[config.mk]
export PLATFORM = sky130hd
export DESIGN_NAME = keyword_number_tokenizer_unit
export DESIGN_NICKNAME = d
export VERILOG_FILES = /design/src/rtl/kntok_pkg.sv /design/src/rtl/kntok_front.sv /design/src/rtl/kntok_queue.sv /design/src/rtl/kntok_back.sv /design/src/rtl/keyword_number_tokenizer_unit.sv
export SDC_FILE = /design/constraint.sdc
export NUM_CORES = 1
export LEC_CHECK = 0
export BUFFER_PORTS_ARGS = -buffer_cell sky130_fd_sc_hd__buf_2
export CORE_MARGIN = 5
export CORE_UTILIZATION = 34
export DETAILED_ROUTE_END_ITERATION = 16
export HOLD_SLACK_MARGIN = 0.08
export SLEW_MARGIN = 40
export SYNTH_ARGS = -nofsm -noshare
export SYNTH_HDL_FRONTEND = slang
export SYNTH_HIERARCHICAL = 1
export SYNTH_SLANG_ARGS = --single-unit
[constraint.sdc]
create_clock -name clk -period 6.7 [get_ports clk]
set_input_delay 0.335 -clock clk [delete_from_list [all_inputs] [get_ports clk]]
set_output_delay 0.335 -clock clk [all_outputs]
set_load 0.03 [all_outputs]
[src/rtl/kntok_pkg.sv]
// ----------------------------------------------------------------------------
// kntok_pkg
// Shared types and constants of the keyword/number tokenizer: token kinds,
// token record, queue entry holding all tokens closed by one source byte.
// ----------------------------------------------------------------------------
`default_nettype none

package kntok_pkg;

	// Position counters (byte position, token begin, token size)
	localparam int POS_BITS = 16;
	localparam logic [POS_BITS-1:0] POS_MAX = {POS_BITS{1'b1}};

	// Output field widths
	localparam int TOK_W   = 16;
	localparam int KIND_W  = 5;
	localparam int LINE_W  = 16;

	// Identifier prefix buffer
	localparam int WORD_DEPTH = 11;
	localparam int WB_AW      = $clog2(WORD_DEPTH);

	// Tokens one source byte can produce, and the count field
	localparam int RES_MAX = 3;
	localparam int CNT_W   = $clog2(RES_MAX + 1);
	localparam int IDX_W   = $clog2(RES_MAX);

	// Token queue between front and back
	localparam int QDEPTH = 4;
	localparam int QAW    = $clog2(QDEPTH);

	// Token kinds
	localparam logic [KIND_W-1:0] K_IDENT       = 5'd0;
	localparam logic [KIND_W-1:0] K_NUMBER      = 5'd1;
	localparam logic [KIND_W-1:0] K_COLON       = 5'd2;
	localparam logic [KIND_W-1:0] K_ERROR       = 5'd3;
	localparam logic [KIND_W-1:0] K_EOF         = 5'd4;
	localparam logic [KIND_W-1:0] K_RECIPE      = 5'd5;
	localparam logic [KIND_W-1:0] K_INGREDIENTS = 5'd6;
	localparam logic [KIND_W-1:0] K_STEPS       = 5'd7;
	localparam logic [KIND_W-1:0] K_END         = 5'd8;
	localparam logic [KIND_W-1:0] K_SERVE       = 5'd9;
	localparam logic [KIND_W-1:0] K_FOR         = 5'd10;
	localparam logic [KIND_W-1:0] K_AT          = 5'd11;
	localparam logic [KIND_W-1:0] K_CHOP        = 5'd12;
	localparam logic [KIND_W-1:0] K_MIX         = 5'd13;
	localparam logic [KIND_W-1:0] K_HEAT        = 5'd14;
	localparam logic [KIND_W-1:0] K_BAKE        = 5'd15;
	localparam logic [KIND_W-1:0] K_BOIL        = 5'd16;

	typedef struct packed {
		logic [KIND_W-1:0] kind;
		logic [LINE_W-1:0] line;
		logic [TOK_W-1:0]  len;
		logic [TOK_W-1:0]  offs;
	} token_t;

	// One queue entry: tokens in slot order, count of valid slots (1..RES_MAX)
	typedef struct packed {
		logic [CNT_W-1:0]          count;
		token_t [RES_MAX-1:0]      tok;
	} entry_t;

	typedef struct packed {
		logic full;
		logic empty;
	} q_stat_t;

endpackage

`default_nettype wire

[src/rtl/kntok_front.sv]
// ----------------------------------------------------------------------------
// kntok_front
// Front end: takes one source byte per transaction, classifies it, advances
// the scan state and pushes the tokens it closes as one queue entry.
// ----------------------------------------------------------------------------
`default_nettype none

module kntok_front (
	input  wire                  clk,
	input  wire                  arst_n,
	input  wire                  s_tvalid,
	output logic                 s_tready,
	input  wire  [7:0]           s_tdata,     // [7:0] source_byte
	input  wire  [0:0]           s_tuser,     // [0] end_of_source
	input  kntok_pkg::q_stat_t   q_stat,
	output logic                 push,
	output kntok_pkg::entry_t    push_entry
);
	import kntok_pkg::*;

	// Scan modes
	localparam logic [2:0] M_IDLE  = 3'd0;
	localparam logic [2:0] M_IDENT = 3'd1;
	localparam logic [2:0] M_INT   = 3'd2;
	localparam logic [2:0] M_DOT   = 3'd3;
	localparam logic [2:0] M_FRAC  = 3'd4;

	localparam int WORD_BITS = 8 * WORD_DEPTH;
	localparam int KW_COUNT  = 13;

	// Keywords, left-justified in the word value
	localparam logic [WORD_BITS-1:0] KW_TEXT [KW_COUNT] = '{
		{"RECIPE", 40'h0}, {"INGREDIENTS"}, {"STEPS", 48'h0}, {"END", 64'h0},
		{"SERVE", 48'h0}, {"serve", 48'h0}, {"for", 64'h0}, {"at", 72'h0},
		{"chop", 56'h0}, {"mix", 64'h0}, {"heat", 56'h0}, {"bake", 56'h0},
		{"boil", 56'h0}
	};
	localparam logic [3:0] KW_LEN [KW_COUNT] = '{
		4'd6, 4'd11, 4'd5, 4'd3, 4'd5, 4'd5, 4'd3, 4'd2, 4'd4, 4'd3, 4'd4, 4'd4, 4'd4
	};
	localparam logic [KIND_W-1:0] KW_KIND [KW_COUNT] = '{
		K_RECIPE, K_INGREDIENTS, K_STEPS, K_END, K_SERVE, K_SERVE, K_FOR, K_AT,
		K_CHOP, K_MIX, K_HEAT, K_BAKE, K_BOIL
	};

	function automatic logic [WORD_BITS-1:0] kw_mask(input logic [3:0] len);
		kw_mask = {WORD_BITS{1'b1}} << (8 * (WORD_DEPTH - int'(len)));
	endfunction

	function automatic logic [POS_BITS-1:0] sat_add(input logic [POS_BITS-1:0] a,
	                                                input logic [POS_BITS-1:0] b);
		logic [POS_BITS:0] s;
		s = {1'b0, a} + {1'b0, b};
		sat_add = s[POS_BITS] ? POS_MAX : s[POS_BITS-1:0];
	endfunction

	// Low 16 bits of a position value, zero-extended if narrower
	function automatic logic [TOK_W-1:0] fit16(input logic [POS_BITS-1:0] v);
		logic [31:0] w;
		w = 32'(v);
		fit16 = w[TOK_W-1:0];
	endfunction

	logic [2:0]          mode_q;
	logic [POS_BITS-1:0] begin_q;
	logic [POS_BITS-1:0] size_q;
	logic [POS_BITS-1:0] pos_q;
	logic [LINE_W-1:0]   line_q;
	logic [7:0]          wb_q [WORD_DEPTH];

	logic [2:0]          mode_d;
	logic [POS_BITS-1:0] begin_d;
	logic [POS_BITS-1:0] size_d;
	logic [POS_BITS-1:0] pos_d;
	logic [LINE_W-1:0]   line_d;
	logic                wb_we;
	logic [WB_AW-1:0]    wb_idx;

	logic [7:0]          b;
	logic                accept;
	logic                eos, is_ws, is_lf, is_letter, is_decimal, is_colon, is_dot;
	logic                consumed;
	logic                hp0, hp1, hx;
	token_t              p0, p1, x;
	logic [WORD_BITS-1:0] word_val;
	logic [KIND_W-1:0]   word_kind;

	assign s_tready = !q_stat.full;
	assign accept   = s_tvalid && s_tready;
	assign b        = s_tdata;

	// Byte classes
	assign eos        = s_tuser[0] || (b == 8'h00);
	assign is_ws      = (b == 8'h20) || (b == 8'h09) || (b == 8'h0D);
	assign is_lf      = (b == 8'h0A);
	assign is_decimal = (b >= 8'h30) && (b <= 8'h39);
	assign is_letter  = ((b >= 8'h61) && (b <= 8'h7A)) || ((b >= 8'h41) && (b <= 8'h5A))
	                    || (b == 8'h5F);
	assign is_colon   = (b == 8'h3A);
	assign is_dot     = (b == 8'h2E);

	// Keyword lookup over the buffered identifier prefix
	always_comb begin
		for (int i = 0; i < WORD_DEPTH; i++) begin
			word_val[8*(WORD_DEPTH-1-i) +: 8] = wb_q[i];
		end
		word_kind = K_IDENT;
		for (int k = 0; k < KW_COUNT; k++) begin
			if ((size_q == POS_BITS'(KW_LEN[k])) &&
			    (((word_val ^ KW_TEXT[k]) & kw_mask(KW_LEN[k])) == '0)) begin
				word_kind = KW_KIND[k];
			end
		end
	end

	// Does the current token absorb this byte
	always_comb begin
		case (mode_q)
			M_IDENT: consumed = is_letter || is_decimal;
			M_INT:   consumed = is_decimal || is_dot;
			M_DOT:   consumed = is_decimal;
			M_FRAC:  consumed = is_decimal;
			default: consumed = 1'b0;
		endcase
		if (eos) begin
			consumed = 1'b0;
		end
	end

	// Tokens closed by this byte: pending token, dot error, byte's own token
	always_comb begin
		p0.kind = (mode_q == M_IDENT) ? word_kind : K_NUMBER;
		p0.offs = fit16(begin_q);
		p0.len  = fit16(size_q);
		p0.line = line_q;
		p1.kind = K_ERROR;
		p1.offs = fit16(sat_add(begin_q, size_q));
		p1.len  = TOK_W'(1);
		p1.line = line_q;
		x.offs  = fit16(pos_q);
		x.line  = line_q;
		hp0     = (mode_q != M_IDLE) && !consumed;
		hp1     = (mode_q == M_DOT) && !consumed;
		if (eos) begin
			hx     = 1'b1;
			x.kind = K_EOF;
			x.len  = '0;
		end else begin
			hx     = !consumed && !(is_ws || is_lf || is_letter || is_decimal);
			x.kind = is_colon ? K_COLON : K_ERROR;
			x.len  = TOK_W'(1);
		end
	end

	always_comb begin
		push_entry.count  = CNT_W'(hp0) + CNT_W'(hp1) + CNT_W'(hx);
		push_entry.tok[0] = hp0 ? p0 : x;
		push_entry.tok[1] = hp1 ? p1 : x;
		push_entry.tok[2] = x;
	end

	assign push = accept && (hp0 || hp1 || hx);

	// Next scan state
	always_comb begin
		mode_d  = mode_q;
		begin_d = begin_q;
		size_d  = size_q;
		pos_d   = sat_add(pos_q, POS_BITS'(1));
		line_d  = line_q;
		wb_we   = 1'b0;
		wb_idx  = size_q[WB_AW-1:0];
		if (eos) begin
			mode_d  = M_IDLE;
			begin_d = '0;
			size_d  = '0;
			pos_d   = '0;
			line_d  = LINE_W'(1);
		end else if (consumed) begin
			case (mode_q)
				M_IDENT: begin
					wb_we  = size_q < POS_BITS'(WORD_DEPTH);
					size_d = sat_add(size_q, POS_BITS'(1));
				end
				M_INT: begin
					if (is_dot) begin
						mode_d = M_DOT;
					end else begin
						size_d = sat_add(size_q, POS_BITS'(1));
					end
				end
				M_DOT: begin
					mode_d = M_FRAC;
					size_d = sat_add(size_q, POS_BITS'(2));
				end
				default: begin
					size_d = sat_add(size_q, POS_BITS'(1));
				end
			endcase
		end else begin
			mode_d = M_IDLE;
			if (is_lf) begin
				if (line_q != {LINE_W{1'b1}}) begin
					line_d = line_q + LINE_W'(1);
				end
			end else if (is_letter || is_decimal) begin
				mode_d  = is_letter ? M_IDENT : M_INT;
				begin_d = pos_q;
				size_d  = POS_BITS'(1);
				wb_we   = is_letter;
				wb_idx  = '0;
			end
		end
	end

	// Scan state registers
	always_ff @(posedge clk or negedge arst_n) begin
		if (!arst_n) begin
			mode_q  <= M_IDLE;
			begin_q <= '0;
			size_q  <= '0;
			pos_q   <= '0;
			line_q  <= LINE_W'(1);
		end else if (accept) begin
			mode_q  <= mode_d;
			begin_q <= begin_d;
			size_q  <= size_d;
			pos_q   <= pos_d;
			line_q  <= line_d;
		end
	end

	// Identifier prefix buffer, no reset
	always_ff @(posedge clk) begin
		if (accept && wb_we) begin
			wb_q[wb_idx] <= b;
		end
	end

endmodule

`default_nettype wire

[src/rtl/kntok_queue.sv]
// ----------------------------------------------------------------------------
// kntok_queue
// Short FIFO of token groups between the front end and the output stage.
// ----------------------------------------------------------------------------
`default_nettype none

module kntok_queue (
	input  wire                  clk,
	input  wire                  arst_n,
	input  wire                  push,
	input  kntok_pkg::entry_t    push_entry,
	input  wire                  pop,
	output kntok_pkg::entry_t    head,
	output kntok_pkg::q_stat_t   q_stat
);
	import kntok_pkg::*;

	entry_t           slot_q [QDEPTH];
	logic [QAW-1:0]   wr_ptr_q;
	logic [QAW-1:0]   rd_ptr_q;
	logic [QAW:0]     count_q;

	assign head         = slot_q[rd_ptr_q];
	assign q_stat.full  = (count_q == (QAW+1)'(QDEPTH));
	assign q_stat.empty = (count_q == '0);

	// Pointers and fill count
	always_ff @(posedge clk or negedge arst_n) begin
		if (!arst_n) begin
			wr_ptr_q <= '0;
			rd_ptr_q <= '0;
			count_q  <= '0;
		end else begin
			if (push) begin
				wr_ptr_q <= wr_ptr_q + QAW'(1);
			end
			if (pop) begin
				rd_ptr_q <= rd_ptr_q + QAW'(1);
			end
			case ({push, pop})
				2'b10:   count_q <= count_q + (QAW+1)'(1);
				2'b01:   count_q <= count_q - (QAW+1)'(1);
				default: count_q <= count_q;
			endcase
		end
	end

	// Entry storage
	always_ff @(posedge clk) begin
		if (push) begin
			slot_q[wr_ptr_q] <= push_entry;
		end
	end

endmodule

`default_nettype wire

[src/rtl/kntok_back.sv]
// ----------------------------------------------------------------------------
// kntok_back
// Output stage: walks the tokens of the head queue entry one per cycle into
// an output register whenever it is free or draining, marks the last token of each source byte.
// ----------------------------------------------------------------------------
`default_nettype none

module kntok_back (
	input  wire                  clk,
	input  wire                  arst_n,
	input  kntok_pkg::entry_t    head,
	input  kntok_pkg::q_stat_t   q_stat,
	output logic                 pop,
	output logic                 m_tvalid,
	input  wire                  m_tready,
	output logic [47:0]          m_tdata,     // [15:0] token_offset, [31:16] token_length,
	                                          // [47:32] token_line
	output logic [4:0]           m_tuser,     // [4:0] token_kind
	output logic                 m_tlast      // last_token
);
	import kntok_pkg::*;

	logic [IDX_W-1:0] idx_q;
	logic             out_valid_q;
	token_t           out_tok_q;
	logic             out_last_q;

	logic             load;
	logic             is_last;

	// Load the next token whenever the output register is free or draining
	assign load    = !q_stat.empty && (!out_valid_q || m_tready);
	assign is_last = ((CNT_W'(idx_q) + CNT_W'(1)) == head.count);
	assign pop     = load && is_last;

	always_ff @(posedge clk or negedge arst_n) begin
		if (!arst_n) begin
			idx_q       <= '0;
			out_valid_q <= 1'b0;
		end else begin
			if (load) begin
				idx_q       <= is_last ? '0 : idx_q + IDX_W'(1);
				out_valid_q <= 1'b1;
			end else if (m_tready) begin
				out_valid_q <= 1'b0;
			end
		end
	end

	// Output payload
	always_ff @(posedge clk) begin
		if (load) begin
			out_tok_q  <= head.tok[idx_q];
			out_last_q <= is_last;
		end
	end

	assign m_tvalid = out_valid_q;
	assign m_tdata  = {out_tok_q.line, out_tok_q.len, out_tok_q.offs};
	assign m_tuser  = out_tok_q.kind;
	assign m_tlast  = out_last_q;

endmodule

`default_nettype wire

[src/rtl/keyword_number_tokenizer_unit.sv]
// ----------------------------------------------------------------------------
// keyword_number_tokenizer_unit
// Byte-serial lexer for identifiers, keywords, numbers and colons.
// Throughput: one source byte per cycle while the token queue has room; the
//   output port delivers at most one token per cycle, so runs of bytes that
//   close several tokens each stall input once the four-entry queue fills.
// Path: a byte's tokens are registered in a queue entry, then in the
//   output register; later tokens follow one per cycle while m_tready is high.
// Reset: arst_n clears scan state (line 1, position 0), queue and output.
// ----------------------------------------------------------------------------
`default_nettype none

module keyword_number_tokenizer_unit (
	input  wire         clk,
	input  wire         arst_n,
	input  wire         s_tvalid,
	output logic        s_tready,
	input  wire  [7:0]  s_tdata,     // [7:0] source_byte
	input  wire  [0:0]  s_tuser,     // [0] end_of_source
	output logic        m_tvalid,
	input  wire         m_tready,
	output logic [47:0] m_tdata,     // [15:0] token_offset, [31:16] token_length,
	                                 // [47:32] token_line
	output logic [4:0]  m_tuser,     // [4:0] token_kind
	output logic        m_tlast      // last_token
);
	import kntok_pkg::*;

	logic    push;
	logic    pop;
	entry_t  push_entry;
	entry_t  head;
	q_stat_t q_stat;

	kntok_front u_front (
		.clk        (clk),
		.arst_n     (arst_n),
		.s_tvalid   (s_tvalid),
		.s_tready   (s_tready),
		.s_tdata    (s_tdata),
		.s_tuser    (s_tuser),
		.q_stat     (q_stat),
		.push       (push),
		.push_entry (push_entry)
	);

	kntok_queue u_queue (
		.clk        (clk),
		.arst_n     (arst_n),
		.push       (push),
		.push_entry (push_entry),
		.pop        (pop),
		.head       (head),
		.q_stat     (q_stat)
	);

	kntok_back u_back (
		.clk      (clk),
		.arst_n   (arst_n),
		.head     (head),
		.q_stat   (q_stat),
		.pop      (pop),
		.m_tvalid (m_tvalid),
		.m_tready (m_tready),
		.m_tdata  (m_tdata),
		.m_tuser  (m_tuser),
		.m_tlast  (m_tlast)
	);

`ifndef SYNTHESIS
	// Front never writes into a full queue
	a_no_overflow: assert property (@(posedge clk) disable iff (!arst_n)
		push |-> !q_stat.full) else $error("token queue overflow");

	// Back never pops an empty queue
	a_no_underflow: assert property (@(posedge clk) disable iff (!arst_n)
		pop |-> !q_stat.empty) else $error("token queue underflow");

	// End of source always produces at least the eof token
	a_eos_pushes: assert property (@(posedge clk) disable iff (!arst_n)
		(s_tvalid && s_tready && (s_tuser[0] || (s_tdata == 8'h00))) |-> push)
		else $error("end of source produced no tokens");

	// Every queued group holds one to three tokens
	a_count_range: assert property (@(posedge clk) disable iff (!arst_n)
		push |-> ((push_entry.count != '0) &&
		          (push_entry.count <= CNT_W'(RES_MAX))))
		else $error("bad token group count");
`endif

endmodule

`default_nettype wire

* Yosys cells after proc, flatten, opt, wreduce, memory -nomap -nowiden
Memories as Yosys holds them, arrays and structs flattened.
Cells that the tools add are included.
** Operators by class
- $add $sub $neg :: 12
- $mul :: 0
- Div/mod/pow operators :: 0
- Magnitude comparators :: 8
- Equality and inequality tests :: 28
- Shift operators :: 0
- Muxes and demuxes :: 67
- Bitwise operators :: 13
- Reductions and logical operators :: 69
** Operator list (number)
- 88-bit zero test :: 13
- 16-bit 2-to-1 mux :: 18
- 53-bit 2-to-1 mux :: 3
- 53-bit binary-select mux with 2-bit select :: 1
- 5-bit 2-to-1 mux :: 14
- 17-bit NOT :: 3
- 16-bit by 3-bit == test with 1-bit output, second input constant :: 3
- 36-bit NOT :: 1
- 16-bit by 1-bit adder with 17-bit output, second input constant :: 2
- 16-bit by 2-bit == test with 1-bit output, second input constant :: 2
- 16-bit NOT :: 2
- 16-bit one-hot mux with 2 select lines :: 1
- 14-bit NOT :: 2
- 8-bit by 4-bit == test with 1-bit output, second input constant :: 3
- 8-bit by 6-bit == test with 1-bit output, second input constant :: 3
- 1-bit logical AND :: 24
- 22-bit NOT :: 1
- 3-bit 2-to-1 mux :: 6
- 16-bit by 16-bit adder with 17-bit output :: 1
- 16-bit by 2-bit adder with 17-bit output, second input constant :: 1
- 16-bit by 1-bit adder with 16-bit output, second input constant :: 1
- 16-bit by 4-bit == test with 1-bit output, second input constant :: 1
- 8-bit by 7-bit >= comparator with 1-bit output, second input constant :: 2
- 8-bit by 7-bit <= comparator with 1-bit output, second input constant :: 2
- 39 further kinds :: 87
** Word-level totals
- Register bits after elaboration :: 131
- Bits in latches :: 0
- Memory bits (writable) :: 672
- Memory bits (read-only) :: 0
- Input bits :: 13
- Output and inout bits :: 56
- Logic and storage cells :: 214
- Memories kept :: 2
** Memories
- u_queue.slot_q :: words 4, bits a word 146, read ports 1, clocked after Yosys merged registers in 0, write ports 1, RTL line kntok_queue.sv:18 : entry_t slot_q [QDEPTH];
- u_front.wb_q :: words 11, bits a word 8, read ports 11, clocked after Yosys merged registers in 0, write ports 1, RTL line kntok_front.sv:69 : logic [7:0] wb_q [WORD_DEPTH];

* Logic depth before layout (Yosys ltp)
An unclocked memory read counts as a cell.
- Word-level depth :: 19
- Mapped depth :: 15
- Mapped depth without buffers :: 13

* Cells and area by module
The synthesis kept the hierarchy.
** By module, submodules not included
- kntok_queue :: times used 1, cells each 878, area each 23588.9 sq um, sequential area each 19513.7 sq um
- kntok_front :: times used 1, cells each 964, area each 9555.4 sq um, sequential area each 4320.4 sq um
- kntok_back :: times used 1, cells each 252, area each 2905.3 sq um, sequential area each 1696.6 sq um

* Worst setup path before layout
Ideal clock, no wire load.
- Path kind :: input -> register
- From :: input s_tdata[1]
- To :: memory u_queue/slot_q[0][0] in the netlist's numbering, enable pin
- Setup time :: 0.540 ns
- Data arrival time :: 5.823 ns
- Required time :: 6.160 ns
- Slack :: 0.337 ns
- Stages on the path :: 9
- Path buffers :: 2
- Cell sequence :: buf_2 > nor4_1 > a211o_1 > o21ba_2 > o21ai_2 > a21oi_2 > buf_2 > o21a_1 > and2_1
** On the way
- Longest elaborated chain between the ends :: 14
- Elaborated cells on any way between the ends :: 39
- Classes of those cells :: order compare (6); eq/ne (6); mux (5); reduce/logical (22)
** Ends and longest elaborated chain
- start: declaration :: RTL line keyword_number_tokenizer_unit.sv:18 : input wire [7:0] s_tdata,
- 8-bit by 7-bit >= comparator with 1-bit output or 8-bit by 7-bit <= comparator with 1-bit output (tied branches) :: RTL line kntok_front.sv:97 : assign is_letter = ((b >= 8'h61) && (b <= 8'h7A)) || ((b >= 8'h41) && (b <= 8'h5A))
- 1-bit logical AND :: RTL line kntok_front.sv:97
- 1-bit logical OR :: RTL line kntok_front.sv:97
- 1-bit logical OR :: RTL line kntok_front.sv:98 : || (b == 8'h5F);
- 1-bit logical OR :: RTL line kntok_front.sv:119 : M_IDENT: consumed = is_letter || is_decimal;
- 1-bit one-hot mux with 3 select lines :: RTL line kntok_front.sv:118 : case (mode_q)
- 1-bit 2-to-1 mux :: RTL line kntok_front.sv:125 : if (eos) begin
- 1-bit zero test :: RTL line kntok_front.sv:142, kntok_front.sv:143, kntok_front.sv:149
- 1-bit logical AND (on tied branches) :: RTL line kntok_front.sv:149, kntok_front.sv:142, kntok_front.sv:143
- 1-bit 2-to-1 mux or 1-bit logical OR (tied branches) :: RTL line kntok_front.sv:144, kntok_front.sv:162
- 1-bit logical OR (*) :: RTL line kntok_front.sv:162 : assign push = accept && (hp0 || hp1 || hx);
- 1-bit logical AND (*) :: RTL line kntok_front.sv:162
- named net push :: RTL line keyword_number_tokenizer_unit.sv:29 : logic push;
- 1-bit 2-to-1 mux (*) :: RTL line kntok_queue.sv:50 : if (push) begin
- 1-bit 2-to-1 mux (not written as such) (*) :: RTL line kntok_queue.sv:51 : slot_q[wr_ptr_q] <= push_entry;
- end: declaration :: RTL line kntok_queue.sv:18
The timed path passes the listed nets; every way through them passes the cells marked *.

* Final worst setup path
- From :: input s_tdata[7]
- To :: memory u_queue/slot_q[0][146] in the netlist's numbering, enable pin
The elaborated chain is that of the path after synthesis.

==> summary.md <==
| Metric | Value |
|---|---|
| Share of cells above drive strength 1 | `approximately 20%` |
| Setup violators final | `0` |
| Share of the synthesized area in the top cell type | `65.47%` |
| Syn Inst Count | `2094` |
| Final Cycle Share | `68.48%` |
| Site Rows | `119` |
| Core area | `0.1053 mm2` |
| TritonCTS Buffers | `just under 90` |
| Fin cells | `3616` |
| Req. time, crit path | `6.99 ns` |
| Mapped Area | `about 0.036 mm2` |
| Number of synthesized register bits | `between 800 and 900` |
| Worst Setup Start Kind | `input pin` |
| Design Area, Final | `0.04058 mm2` |
| Max Root-Sink Buffers | `3` |
| Clk Latency, worst-skew pair | `about 0.66 ns` |
| # IOs | `just under 70` |
| Largest net degree at the start of global routing | `87` |
| Placed instance count | `approximately 3400` |
| GP Congestion | `around 0.83` |
| Post-synth top cells | `786 x edfxtp_1, 161 x mux4_2, 122 x nand2_1` |
| Die H | `around 340 um` |
| Post-place setup slack | `1.821 ns` |
| Syn avg cell area | `17.22 um2` |
| Reg clk slew, reported paths | `0.06 ns` |
| Total grt overflow | `0` |
| Drt drc | `0` |
| Top_reg_cell synth | `edfxtp_1` |
| Cts repair resizes | `0` |
| Clk pwr share | `between 30% and 40%` |
| Layout net count | `between 2000 and 2500` |
| Max H-tree Level | `3` |
| Fmax | `~220 MHz` |
| Slew headroom | `around 43%` |
| Port bufs | `68` |
| Switch Pwr | `slightly below 5 mW` |
| Starting Density | `between 30% and 40%` |
| Worst min path class | `input pin to register` |
| Min Tclk post-route | `approximately 4.6 ns` |
| Synth unique cells | `87` |
| Count leader, synth | `edfxtp_1` |
| Post-synth EDFFs | `just under 800` |
| CTS root buf | `clkbuf_16` |
| Final TNS setup | `0 ns` |
| Vias per inst | `5.182` |
| Die X-Extent | `between 300 and 400 um` |
| First-pass GRT wire length | `~120000 um` |
| DRT Pass-1 Iters | `5` |
| CTS Sinks | `between 800 and 900` |
| Fin. max-slew vios | `0` |
| Final worst slack | `around 2.1 ns` |
| Placed cell area | `roughly 0.038 mm2` |
| Total Power | `16.30 mW` |
| Dpl hpwl | `~47000 um` |
| Vias in the first global route | `approximately 19000` |
| Top post-synthesis cells by area | `edfxtp_1 65%, mux4_2 10%, dfrtp_1 5.3%, buf_4 1.9%, mux2i_1 1.5%` |
| Unrepaired setup endpoints after global routing | `false` |
| Yosys warns | `6` |
| Combinational Power Share | `around a quarter` |
| Vias | `18737` |
| Total wire length | `approximately 77000 um` |
| Final core occ | `between 30 and 40%` |
| Post-synth top area cell | `edfxtp_1` |
| Asr flop ratio synth | `under 10%` |
| Max Cap Viol | `0` |
| Arr. time, crit path | `around 5 ns` |
| Sw Share | `~30%` |
| CTS tree | `done` |
| Die Footprint | `~0.11 mm2` |
| Max FO, Critical Path | `35` |
| Initial antenna violation count | `0` |
| Initial DRC count | `roughly 1300` |
| Max rail drop VDD | `between 0.3 and 0.4 mV` |
| Worst setup EP type | `register` |
| ANT nets after route | `0` |
| Final hold slack | `between 0.1 and 0.15 ns` |
| Max Clock Skew | `0.05793 ns` |
| Worst-margin pin slew | `about 0.85 ns` |
| GRT Total Usage | `between 10 and 15%` |
| Reg power frac | `approximately 46%` |
| Run status | `finished, final reports clean` |
| Setup CP Type | `input pin to register` |
| Seq/Total Area, Yosys | `70.82%` |
| Final hold violations | `0` |
| Synth-to-Final Area Change | `12.56%` |
| P per Cell Area | `about 400 mW/mm2` |
| Routed len/inst | `21.39 um` |
| Leak | `between 10 and 15 nW` |
| Internal power | `between 10 and 15 mW` |
[final timing paths]
path,depth (start not counted),start,endpoint,slack [ns]
max reg2reg,10,u_front/mode_q[1],u_queue/slot_q[0][146],2.88
max in group asynchronous,3,arst_n,u_back/idx_q[0],5.65
min,1,s_tdata[3],u_front/wb_q[7][3],0.13
max,11,s_tdata[7],u_queue/slot_q[0][146],2.11
min in group asynchronous,2,arst_n,u_front/mode_q[2],0.15
min reg2reg,1,u_queue/count_q[0],u_queue/count_q[0],0.50
[cell type report]
cell class	count	area, um2
Inverter	25	93.84
Clock inverter	50	566.8
Sequential cell	863	25540
Timing Repair Buffer	111	814.5
Clock buffer	114	2362
Multi-Input combinational cell	1061	9454
Antenna cell	1	2.502
Tap cell	1391	1740
Fill cell	9461	64690
[per-layer routing]
metal / GRT usage (%) / up-vias / wire length (um)
met5: 0 / - / 0
met4: 3.664 / 0 / 1794
met3: 2.487 / 127 / 4085
met2: 21.96 / 518 / 37340
met1: 18.77 / 9731 / 34130
li1: - / 8361 / -
[layout by cell type, fill, tap and decap left out, drive strengths merged, types with 10 or more instances in the layout]
master	synthesis	final
edfxtp	786	786
mux4	161	161
nand2	122	122
clkbuf	31	114
buf	147	106
o21ai	94	94
nor2	79	79
dfrtp	76	76
a21oi	66	66
mux2i	54	54
nand3	44	44
nor3	36	36
clkinv	1	35
conb	1	34
ha	28	28
inv	24	27
xnor2	25	25
nand4	24	24
and2	22	22
a31oi	20	20
o22a	18	18
a22o	16	16
and3	16	16
mux2	15	15
nor4	15	15
nor2b	13	13
nor4bb	12	12
or3	12	12
xor2	10	10
[power by group through the flow]
stage               clock, mW  sequential (mW)  combinational, mW
floorplan                   0             7.77               2.69
global placement            0             7.57               3.93
detailed placement          0             7.57               4.08
CTS                      5.03             7.46               4.09
global route             5.26             7.53               4.31
finish                   4.89             7.45               3.96
[critical path: stages]
cell and delay, ns:
dlygate4sd3_1 0.54, buf_2 0.23, nor4_1 0.72, a21o_2 0.60, inv_1 0.17, a21oi_4 0.15
buf_4 0.39, o21a_1 0.34, and2_4 0.55, buf_12 0.30, buf_4 0.46
[sequential cells by signal (all words and copies together) (netlist names), 3 cells and up]
signal / count
u_front/begin_q: 16
u_front/pos_q: 16
u_front/wb_q: 88
u_queue/count_q: 3
u_back/m_tuser: 5
u_queue/slot_q: 644
u_front/size_q: 16
u_back/m_tdata: 48
u_front/line_q: 16
u_front/mode_q: 3
[cells by family after synthesis]
kind of cell,share of synthesized area (%)
flops,70.82
simple gates,6.806
buf+inv,3.460
xor+xnor,0.8503
fa+ha+maj,1.138
compound gates,4.887
other cells,0.01040
mux,12.03
[repair_timing]
item	in CTS	in global routing
endpoints found under the hold margin	53	0
buffers inserted	0	0
hold buffers	5	0
No activity file was read; power rests on OpenSTA's default activity.
